File: src/rtl/modbus_rtu_crc_framer_macros.svh
// Assertion macros shared by the Modbus RTU CRC framer modules.
// Each macro expects the module to have i_clk and i_rst_n in scope.
`ifndef MODBUS_RTU_CRC_FRAMER_MACROS_SVH
`define MODBUS_RTU_CRC_FRAMER_MACROS_SVH

// A condition that must hold at every clock edge outside reset.
`define MRCF_ASSERT(lbl, cond, msg) \
    lbl: assert property (@(posedge i_clk) disable iff (!i_rst_n) (cond)) else $error(msg);

// A trigger that must be followed in the next cycle by a consequence.
`define MRCF_ASSERT_NEXT(lbl, trig, cons, msg) \
    lbl: assert property (@(posedge i_clk) disable iff (!i_rst_n) (trig) |=> (cons)) \
        else $error(msg);

`endif

File: src/rtl/mrcf_pkg.sv
// Types and constants of the Modbus RTU CRC framer.
// Used by mrcf_frame, mrcf_rbuf and the top level; depends on nothing.
package mrcf_pkg;

    localparam logic [15:0] CRC_INIT = 16'hFFFF;
    localparam logic [15:0] CRC_POLY = 16'hA001;

    localparam logic MODE_TX = 1'b0;
    localparam logic MODE_RX = 1'b1;

    // Results that one input item can cause at most (data byte and two CRC bytes).
    localparam int MAX_RESULTS = 3;

    // Default depth of the result queue; it must be at least MAX_RESULTS + 1.
    localparam int RBUF_DEPTH_DEF = 4;

    typedef enum logic [1:0] {
        KIND_DATA   = 2'd0,
        KIND_CRC    = 2'd1,
        KIND_STATUS = 2'd2
    } t_kind;

    typedef enum logic [1:0] {
        ST_OK       = 2'd0,
        ST_MISMATCH = 2'd1,
        ST_SHORT    = 2'd2
    } t_status;

    typedef struct packed {
        logic       mode;
        logic [7:0] data_byte;
        logic       last_byte;
    } t_in_item;

    typedef struct packed {
        logic [7:0] out_byte;
        t_kind      kind;
        t_status    status;
        logic       end_of_frame;
    } t_out_item;

    // Results of one accepted item, packed from entry 0 upward.
    typedef struct packed {
        logic [1:0]                      cnt;
        t_out_item [MAX_RESULTS-1:0]     item;
    } t_push;

endpackage

File: src/rtl/mrcf_frame.sv
// Frame state and per-item logic: CRC-16 update, receive hold-back and status.
// Depends on mrcf_pkg and the assertion macros header.
`include "modbus_rtu_crc_framer_macros.svh"

module mrcf_frame (
    input  logic              i_clk,
    input  logic              i_rst_n,
    input  logic              i_take,
    input  mrcf_pkg::t_in_item i_item,
    output mrcf_pkg::t_push    o_push
);
    import mrcf_pkg::*;

    logic [15:0]     r_crc;
    logic [15:0]     n_crc;
    logic [1:0][7:0] r_held;
    logic [1:0][7:0] n_held;
    logic [1:0]      r_held_cnt;
    logic [1:0]      n_held_cnt;
    logic [15:0]     w_crc_tx;
    logic [15:0]     w_crc_rx;
    t_status         w_status;
    t_push           w_push;

    // One byte through the reflected Modbus CRC, eight shift steps unrolled.
    function automatic logic [15:0] crc_take(input logic [15:0] crc, input logic [7:0] b);
        logic [15:0] c;
        c = crc ^ {8'h00, b};
        for (int k = 0; k < 8; k++) begin
            c = c[0] ? ((c >> 1) ^ CRC_POLY) : (c >> 1);
        end
        return c;
    endfunction

    function automatic t_out_item mk_result(input logic [7:0] b, input t_kind kind,
                                            input t_status st, input logic eof);
        t_out_item r;
        r.out_byte     = b;
        r.kind         = kind;
        r.status       = st;
        r.end_of_frame = eof;
        return r;
    endfunction

    assign w_crc_tx = crc_take(r_crc, i_item.data_byte);
    assign w_crc_rx = crc_take(r_crc, r_held[0]);

    always_comb begin
        n_crc      = r_crc;
        n_held     = r_held;
        n_held_cnt = r_held_cnt;
        w_push     = '0;
        w_status   = ST_OK;
        if (i_take) begin
            if (i_item.mode == MODE_TX) begin
                // Transmit discards any held receive bytes.
                n_held_cnt     = 2'd0;
                n_crc          = w_crc_tx;
                w_push.item[0] = mk_result(i_item.data_byte, KIND_DATA, ST_OK, 1'b0);
                w_push.cnt     = 2'd1;
                if (i_item.last_byte) begin
                    w_push.item[1] = mk_result(w_crc_tx[7:0], KIND_CRC, ST_OK, 1'b0);
                    w_push.item[2] = mk_result(w_crc_tx[15:8], KIND_CRC, ST_OK, 1'b1);
                    w_push.cnt     = 2'd3;
                end
            end else begin
                if (r_held_cnt == 2'd2) begin
                    // The older held byte is now known to be data.
                    n_crc          = w_crc_rx;
                    w_push.item[0] = mk_result(r_held[0], KIND_DATA, ST_OK, 1'b0);
                    w_push.cnt     = 2'd1;
                    n_held[0]      = r_held[1];
                    n_held[1]      = i_item.data_byte;
                end else begin
                    n_held[r_held_cnt[0]] = i_item.data_byte;
                    n_held_cnt            = r_held_cnt + 2'd1;
                end
                if (i_item.last_byte) begin
                    if (n_held_cnt != 2'd2) begin
                        w_status = ST_SHORT;
                    end else if ({n_held[1], n_held[0]} == n_crc) begin
                        w_status = ST_OK;
                    end else begin
                        w_status = ST_MISMATCH;
                    end
                    if (w_push.cnt == 2'd0) begin
                        w_push.item[0] = mk_result(8'h00, KIND_STATUS, w_status, 1'b1);
                    end else begin
                        w_push.item[1] = mk_result(8'h00, KIND_STATUS, w_status, 1'b1);
                    end
                    w_push.cnt = w_push.cnt + 2'd1;
                end
            end
            if (i_item.last_byte) begin
                n_crc      = CRC_INIT;
                n_held     = '0;
                n_held_cnt = 2'd0;
            end
        end
    end

    always_ff @(posedge i_clk) begin
        if (!i_rst_n) begin
            r_crc      <= CRC_INIT;
            r_held_cnt <= 2'd0;
        end else begin
            r_crc      <= n_crc;
            r_held_cnt <= n_held_cnt;
        end
        r_held <= n_held;
    end

    assign o_push = w_push;

    `MRCF_ASSERT(a_held_cnt_range, r_held_cnt != 2'd3, "held byte count out of range")
    `MRCF_ASSERT_NEXT(a_frame_reload, i_take && i_item.last_byte,
        r_crc == CRC_INIT && r_held_cnt == 2'd0, "frame state not reloaded after frame end")
    `MRCF_ASSERT(a_tx_result_cnt, !(i_take && i_item.mode == MODE_TX) ||
        w_push.cnt == 2'd1 || w_push.cnt == 2'd3, "transmit item gave wrong result count")

endmodule

File: src/rtl/mrcf_rbuf.sv
// Result queue: takes up to three results per cycle, hands out one per cycle while not stalled.
// Depends on mrcf_pkg and the assertion macros header.
`include "modbus_rtu_crc_framer_macros.svh"

module mrcf_rbuf #(
    parameter int Depth = mrcf_pkg::RBUF_DEPTH_DEF
) (
    input  logic               i_clk,
    input  logic               i_rst_n,
    input  mrcf_pkg::t_push    i_push,
    output logic               o_space,
    output logic               o_valid,
    input  logic               i_stall,
    output mrcf_pkg::t_out_item o_item
);
    import mrcf_pkg::*;

    localparam int PtrW = (Depth > 1) ? $clog2(Depth) : 1;
    localparam int CntW = $clog2(Depth + 1);

    t_out_item [Depth-1:0] r_mem;
    logic [PtrW-1:0]       r_wr;
    logic [PtrW-1:0]       r_rd;
    logic [CntW-1:0]       r_count;
    logic [CntW-1:0]       n_count;
    logic                  w_pop;

    // Pointer plus a small offset, wrapped at the queue depth.
    function automatic logic [PtrW-1:0] wrap_add(input logic [PtrW-1:0] p, input logic [1:0] k);
        logic [PtrW+1:0] s;
        s = {2'b00, p} + (PtrW + 2)'(k);
        if (s >= (PtrW + 2)'(Depth)) begin
            s = s - (PtrW + 2)'(Depth);
        end
        return s[PtrW-1:0];
    endfunction

    assign w_pop   = (r_count != '0) && !i_stall;
    assign n_count = r_count + CntW'(i_push.cnt) - CntW'(w_pop);
    assign o_space = r_count <= CntW'(Depth - MAX_RESULTS);
    assign o_valid = r_count != '0;
    assign o_item  = r_mem[r_rd];

    always_ff @(posedge i_clk) begin
        if (!i_rst_n) begin
            r_wr    <= '0;
            r_rd    <= '0;
            r_count <= '0;
        end else begin
            r_wr    <= wrap_add(r_wr, i_push.cnt);
            r_rd    <= wrap_add(r_rd, {1'b0, w_pop});
            r_count <= n_count;
        end
        for (int j = 0; j < MAX_RESULTS; j++) begin
            if (2'(j) < i_push.cnt) begin
                r_mem[wrap_add(r_wr, 2'(j))] <= i_push.item[j];
            end
        end
    end

    `MRCF_ASSERT(a_count_bound, r_count <= CntW'(Depth), "result queue count above depth")
    `MRCF_ASSERT(a_no_overflow, (CntW + 1)'(r_count) + (CntW + 1)'(i_push.cnt) <=
        (CntW + 1)'(Depth), "results pushed without room")
    `MRCF_ASSERT_NEXT(a_count_track, 1'b1, r_count == $past(r_count) +
        CntW'($past(i_push.cnt)) - CntW'($past(w_pop)), "result queue count lost track")

endmodule

File: src/rtl/modbus_rtu_crc_framer.sv
// Top level of the Modbus RTU CRC framer: frame logic feeding a result queue.
// Depends on mrcf_pkg, mrcf_frame and mrcf_rbuf.
//
// This block frames Modbus RTU traffic one byte per input item, using the
// Modbus CRC-16 (reflected polynomial 0xA001, start value 0xFFFF, no final
// inversion, sent low byte first). An item with mode 0 (transmit) is passed
// straight through as a data result; when it carries last_byte, two CRC
// results follow, low byte then high byte, the second marked end_of_frame.
// An item with mode 1 (receive) is held back: data results lag the input by
// two bytes, because the final two bytes of a frame are the received CRC and
// are never emitted. The receive frame ends with one status result (ok, CRC
// mismatch, or frame shorter than two bytes) marked end_of_frame; data is not
// zeroed on a mismatch, so the consumer must act on the status. Mode may change
// inside a frame: the CRC is shared, and a transmit byte drops any held
// receive bytes. Timing: the CRC update and the status compare are done in the
// cycle an item is accepted, and its results pass through the registered result
// queue to the output. The output delivers one result per cycle unless the
// consumer stalls, from a small queue with a single read port, which sets the
// rate: items that cause at most one result each are taken every cycle, while
// a transmit frame end (three results) can stall the input. The input stalls
// whenever the queue could not take the three results of a worst-case item,
// so i_in_valid/o_in_stall never wait on the consumer within the same cycle.
module modbus_rtu_crc_framer #(
    parameter int RbufDepth = mrcf_pkg::RBUF_DEPTH_DEF
) (
    input  logic                i_clk,
    input  logic                i_rst_n,
    input  logic                i_in_valid,
    output logic                o_in_stall,
    input  mrcf_pkg::t_in_item  i_in_item,
    output logic                o_out_valid,
    input  logic                i_out_stall,
    output mrcf_pkg::t_out_item o_out_item
);
    import mrcf_pkg::*;

    logic  w_space;
    logic  w_take;
    t_push w_push;

    // Stall depends only on the registered queue fill, never on the output stall.
    assign o_in_stall = !w_space;
    assign w_take     = i_in_valid && w_space;

    // Per-item logic: updates the CRC and hold-back state on each accepted
    // item and produces its results, packed from the first slot upward.
    mrcf_frame u_frame (
        .i_clk   (i_clk),
        .i_rst_n (i_rst_n),
        .i_take  (w_take),
        .i_item  (i_in_item),
        .o_push  (w_push)
    );

    // Result queue: registered entries feed the output directly, so the
    // output payload holds steady while the consumer stalls.
    mrcf_rbuf #(
        .Depth (RbufDepth)
    ) u_rbuf (
        .i_clk   (i_clk),
        .i_rst_n (i_rst_n),
        .i_push  (w_push),
        .o_space (w_space),
        .o_valid (o_out_valid),
        .i_stall (i_out_stall),
        .o_item  (o_out_item)
    );

endmodule
File: config.mk
export PLATFORM = sky130hd
export DESIGN_NAME = modbus_rtu_crc_framer
export DESIGN_NICKNAME = d
export VERILOG_FILES = /design/src/rtl/mrcf_pkg.sv /design/src/rtl/mrcf_frame.sv /design/src/rtl/mrcf_rbuf.sv /design/src/rtl/modbus_rtu_crc_framer.sv
export VERILOG_INCLUDE_DIRS = /design/src /design/src/rtl
export SDC_FILE = /design/constraint.sdc
export NUM_CORES = 1
export LEC_CHECK = 0
export ABC_AREA = 1
export BUFFER_PORTS_ARGS = -buffer_cell sky130_fd_sc_hd__buf_4
export CELL_PAD_IN_SITES_DETAIL_PLACEMENT = 1
export CELL_PAD_IN_SITES_GLOBAL_PLACEMENT = 1
export CORE_UTILIZATION = 35
export CTS_BUF_LIST = sky130_fd_sc_hd__clkbuf_4 sky130_fd_sc_hd__clkbuf_8 sky130_fd_sc_hd__clkbuf_16
export DETAILED_ROUTE_END_ITERATION = 8
export PLACE_DENSITY = 0.7
export SETUP_SLACK_MARGIN = 0.2
export SYNTH_ARGS = -nofsm -noshare
export SYNTH_HDL_FRONTEND = slang
export SYNTH_SLANG_ARGS = --single-unit
File: constraint.sdc
create_clock -name i_clk -period 5.4 [get_ports i_clk]
set_input_delay 1.08 -clock i_clk [delete_from_list [all_inputs] [get_ports i_clk]]
set_output_delay 1.08 -clock i_clk [all_outputs]
set_load 0.01 [all_outputs]
==> summary.txt <==
Synthesis
  – Async S/R FF share, synth: 0
  – Mapped Cells: between 1000 and 1500
  – YS warnings: 0
  – Dominant synthesized flop cell: dfxtp_1
  – Xor/xnor share of the synthesized area: 0.0383
  – Synth Area in Simple Gates: 0.315
  – Mean area per synthesized cell: 6.41 µm²
  – Adder-cell share of the synthesized area: 0.0205
  – Synth Area in Compound Gates: 0.218
  – Mapped Area: 0.00646 mm²
  – Yosys reg bits: 93
  – Proportion of synthesized area in mux cells: 0.00155
  – Syn nets: 1033
  – Number of synthesized flops with an enable pin: 16
  – Largest family of logic cells by synthesized area: simple AND/OR/NAND/NOR gates
  – Synth unique cells: 46
  – Post-synthesis sequential area ratio: 0.313

Clock tree
  – Root Buffer: clkbuf_16
  – CTS Buf Count: 9
  – Clock Pin Slew Worst Setup and Hold Paths: around 0.08 ns
  – CTS hold repair buffers: 0
  – Sinks on the clock net: 93
  – Number of setup buffers added after CTS: 0
  – TritonCTS clock tree: done
  – CTS H-tree lvls: 3
  – # resized after CTS: 0
  – Worst skew pair latency: 0.37 ns
  – Clk buf depth: 2

Worst setup path
  – Crit-path max FO: 15
  – Crit-path max cell delay: 0.61 ns
  – WS Path Type: flip-flop to flip-flop
  – Worst setup EP type: flip-flop
  – Cell Chain, Critical Path: clkinv_1 > ha_1 > nor2_2 > o21ai_0 > nand3_1 > nand2_1 > nor2_1 > nand2_1 > nor2_1 > nand2_1 > nor2_1 > nand2_1 > nor2_1 > nand2_2 > nand3_2 > nand2_1 > nand2_1 > nor2_1
  – Worst-path cell with the longest stage delay: nor2_2
  – Crit path required time: roughly 5.7 ns
  – Startpoint Class: flip-flop
  – Top Family by Delay on Critical Path: simple AND/OR/NAND/NOR gates
  – WP buf/inv: 1
  – CP most frequent cell: nand2_1
  – Critical Path AT: ~4.2 ns

STA
  – Relative slew slack: 0.363
  – Worst slew pin tran: ~0.96 ns
  – RSZ-0062 raised after global routing: false
  – Final setup margin: around 1.5 ns
  – Minimum clock period: between 3 and 4 ns
  – Setup Viol. Count Final: 0
  – Total Neg Setup Slack: 0 ns
  – Final hold vios: 0
  – Final slew viol count: 0
  – WHS: 0.489 ns
  – Tcrit/Tclk final: 0.725
  – Max frequency: about 260 MHz
  – Clock skew: 0.0119 ns

Route
  – Final WL: 25700 µm
  – Initial DRT Pass Iterations: 6
  – Final ANT Viol Nets: 0
  – Via density per instance: 5.57
  – DR DRC count: 0
  – DR iter-0 viols: 541
  – Vias: 6976
  – Routed length per instance: 20.5 µm

Cells and area
  – ANT cells: 0
  – Commonest non-fill, non-tap cell in the layout: nand2_1
  – Commonest cells after routing, fill and taps aside: nand2_1 (293), nor2_1 (111), inv_1 (99)
  – # nets final: 1043
  – Area growth from synthesis to layout: 11.0%
  – Layout cells sized above 1: 0.0908
  – Filler cells: between 2000 and 2500

Die
  – Initial Util: 0.359
  – DIE AREA: 0.0190 mm²
  – Die Y: 138 µm
  – Core Box Area: 0.0180 mm²
  – Chip Width: 138 µm
  – Ports: 29
  – Cell Rows: 49

Run status
  – Outcome: finished clean

Global routing
  – GRT Overall Usage: 0.285
  – Global-route wire length before repair: about 40000 µm
  – Vias in the first global route: 6773
  – GRT overflow: 0
  – Antenna violations before repair: 0
  – Pin count of the biggest net entering global routing: 29

Worst hold path
  – Worst Hold Class: flip-flop to flip-flop

Placement
  – Post-DP HPWL: 19300 µm
  – # port buffers: 28
  – Final GP Congestion: 0.878
  – Pre-CTS setup slack: between 1.5 and 2 ns

Power and ir drop
  – Power Density: 536 mW/mm²
  – Worst vdd ir: 0.200 mV
  – Leakage: ~3.3 nW

Flow run
  – Total of max-cap violations: 0
==> flip-flops by register name, indices dropped and copies added, names as in the netlist <==
signal and flops:
u_frame.r_crc 16, u_frame.r_held 16, u_frame.r_held_cnt 2, u_rbuf.r_count 3, u_rbuf.r_mem 52, u_rbuf.r_rd 2
u_rbuf.r_wr 2
==> final timing paths <==
kind,slack [ns],cells after the start,startpoint,endpoint
worst max-delay path,1.48,18,u_frame.r_held_cnt[0],u_rbuf.r_mem[27]
worst min-delay path,0.49,2,u_rbuf.r_mem[29],u_rbuf.r_mem[29]
worst max register to register,1.48,18,u_frame.r_held_cnt[0],u_rbuf.r_mem[27]
worst min register to register,0.49,2,u_rbuf.r_mem[29],u_rbuf.r_mem[29]
==> logic make-up (layout without fill, tap and decap cells) <==
| logic type | after synthesis | after routing |
|---|---|---|
| flip-flops | 93 | 93 |
| XOR/XNOR | 24 | 24 |
| multiplexers | 1 | 1 |
| buffers and inverters | 155 | 170 |
| AND/OR/NAND/NOR | 486 | 486 |
| adder cells (fa/ha/maj) | 10 | 10 |
| AO/OA/AOI/OAI | 240 | 240 |
==> tightest hold or removal path: stages, from the launching register on <==
cell and delay [ns]:
dfxtp_1 0.31, nand3_1 0.07, a31oi_1 0.06
==> cell type report <==
cell class	count	area, µm²	area share
clock buffers	10	239	0.0333
well taps	229	287	0.0399
multi-input cells	761	3840	0.535
inverters	117	439	0.0612
repair buffers	37	278	0.0387
clock inverters	6	73.8	0.0103
flip-flops and latches	93	2020	0.282
==> layer usage <==
layer	GRT usage	vias to the layer above	routed length, µm
met2	0.440	201	11600
met4	0.0900	0	544
met3	0.0395	37	1230
met1	0.405	3383	12300
li1	-	3355	-
met5	0	-	0
==> synth_stat cells, types with 2 or more instances <==
cell	number	area (µm²)
a221o_1	6	60.1
nor2_1	111	417
xnor2_1	10	87.6
o21ai_1	2	10.0
nand3b_1	3	22.5
xor2_2	3	48.8
clkinv_1	5	18.8
a21oi_1	61	305
xnor2_2	2	32.5
clkbuf_1	19	71.3
nor2_8	2	40.0
a211oi_1	7	52.6
inv_1	99	372
buf_2	13	65.1
o21ai_0	97	485
edfxtp_1	16	480
nand2_2	6	37.5
dfxtp_1	77	1540
nand4_1	7	43.8
nand3_1	43	215
ha_1	9	113
o22ai_1	20	125
nor2_2	5	31.3
o211ai_1	23	173
o31ai_1	2	15.0
nor2_4	6	67.6
nand2_1	293	1100
a2bb2oi_1	2	17.5
buf_4	2	15.0
o221ai_1	8	70.1
buf_1	4	15.0
xor2_1	9	78.8
a31oi_1	6	37.5
inv_2	13	48.8
nor3_1	7	35.0
==> stage by stage <==
stage          cells  total power [mW]  instance area [µm²]   util
2_1_floorplan   1009              2.47                 6460      -
3_3_place_gp    1237              3.09                 6860  0.381
3_5_place_dp    1237              3.12                 6860  0.381
4_1_cts         1253              3.85                 7180  0.398
5_1_grt         1253              4.15                 7180  0.398
6_report        1253              3.85                 7180  0.398
==> power by group <==
part	internal [mW]	switching, mW
clock	0.381	0.331
sequential	0.977	0.195
combinational	0.696	1.27
No activity file was read; power rests on OpenSTA's default activity.
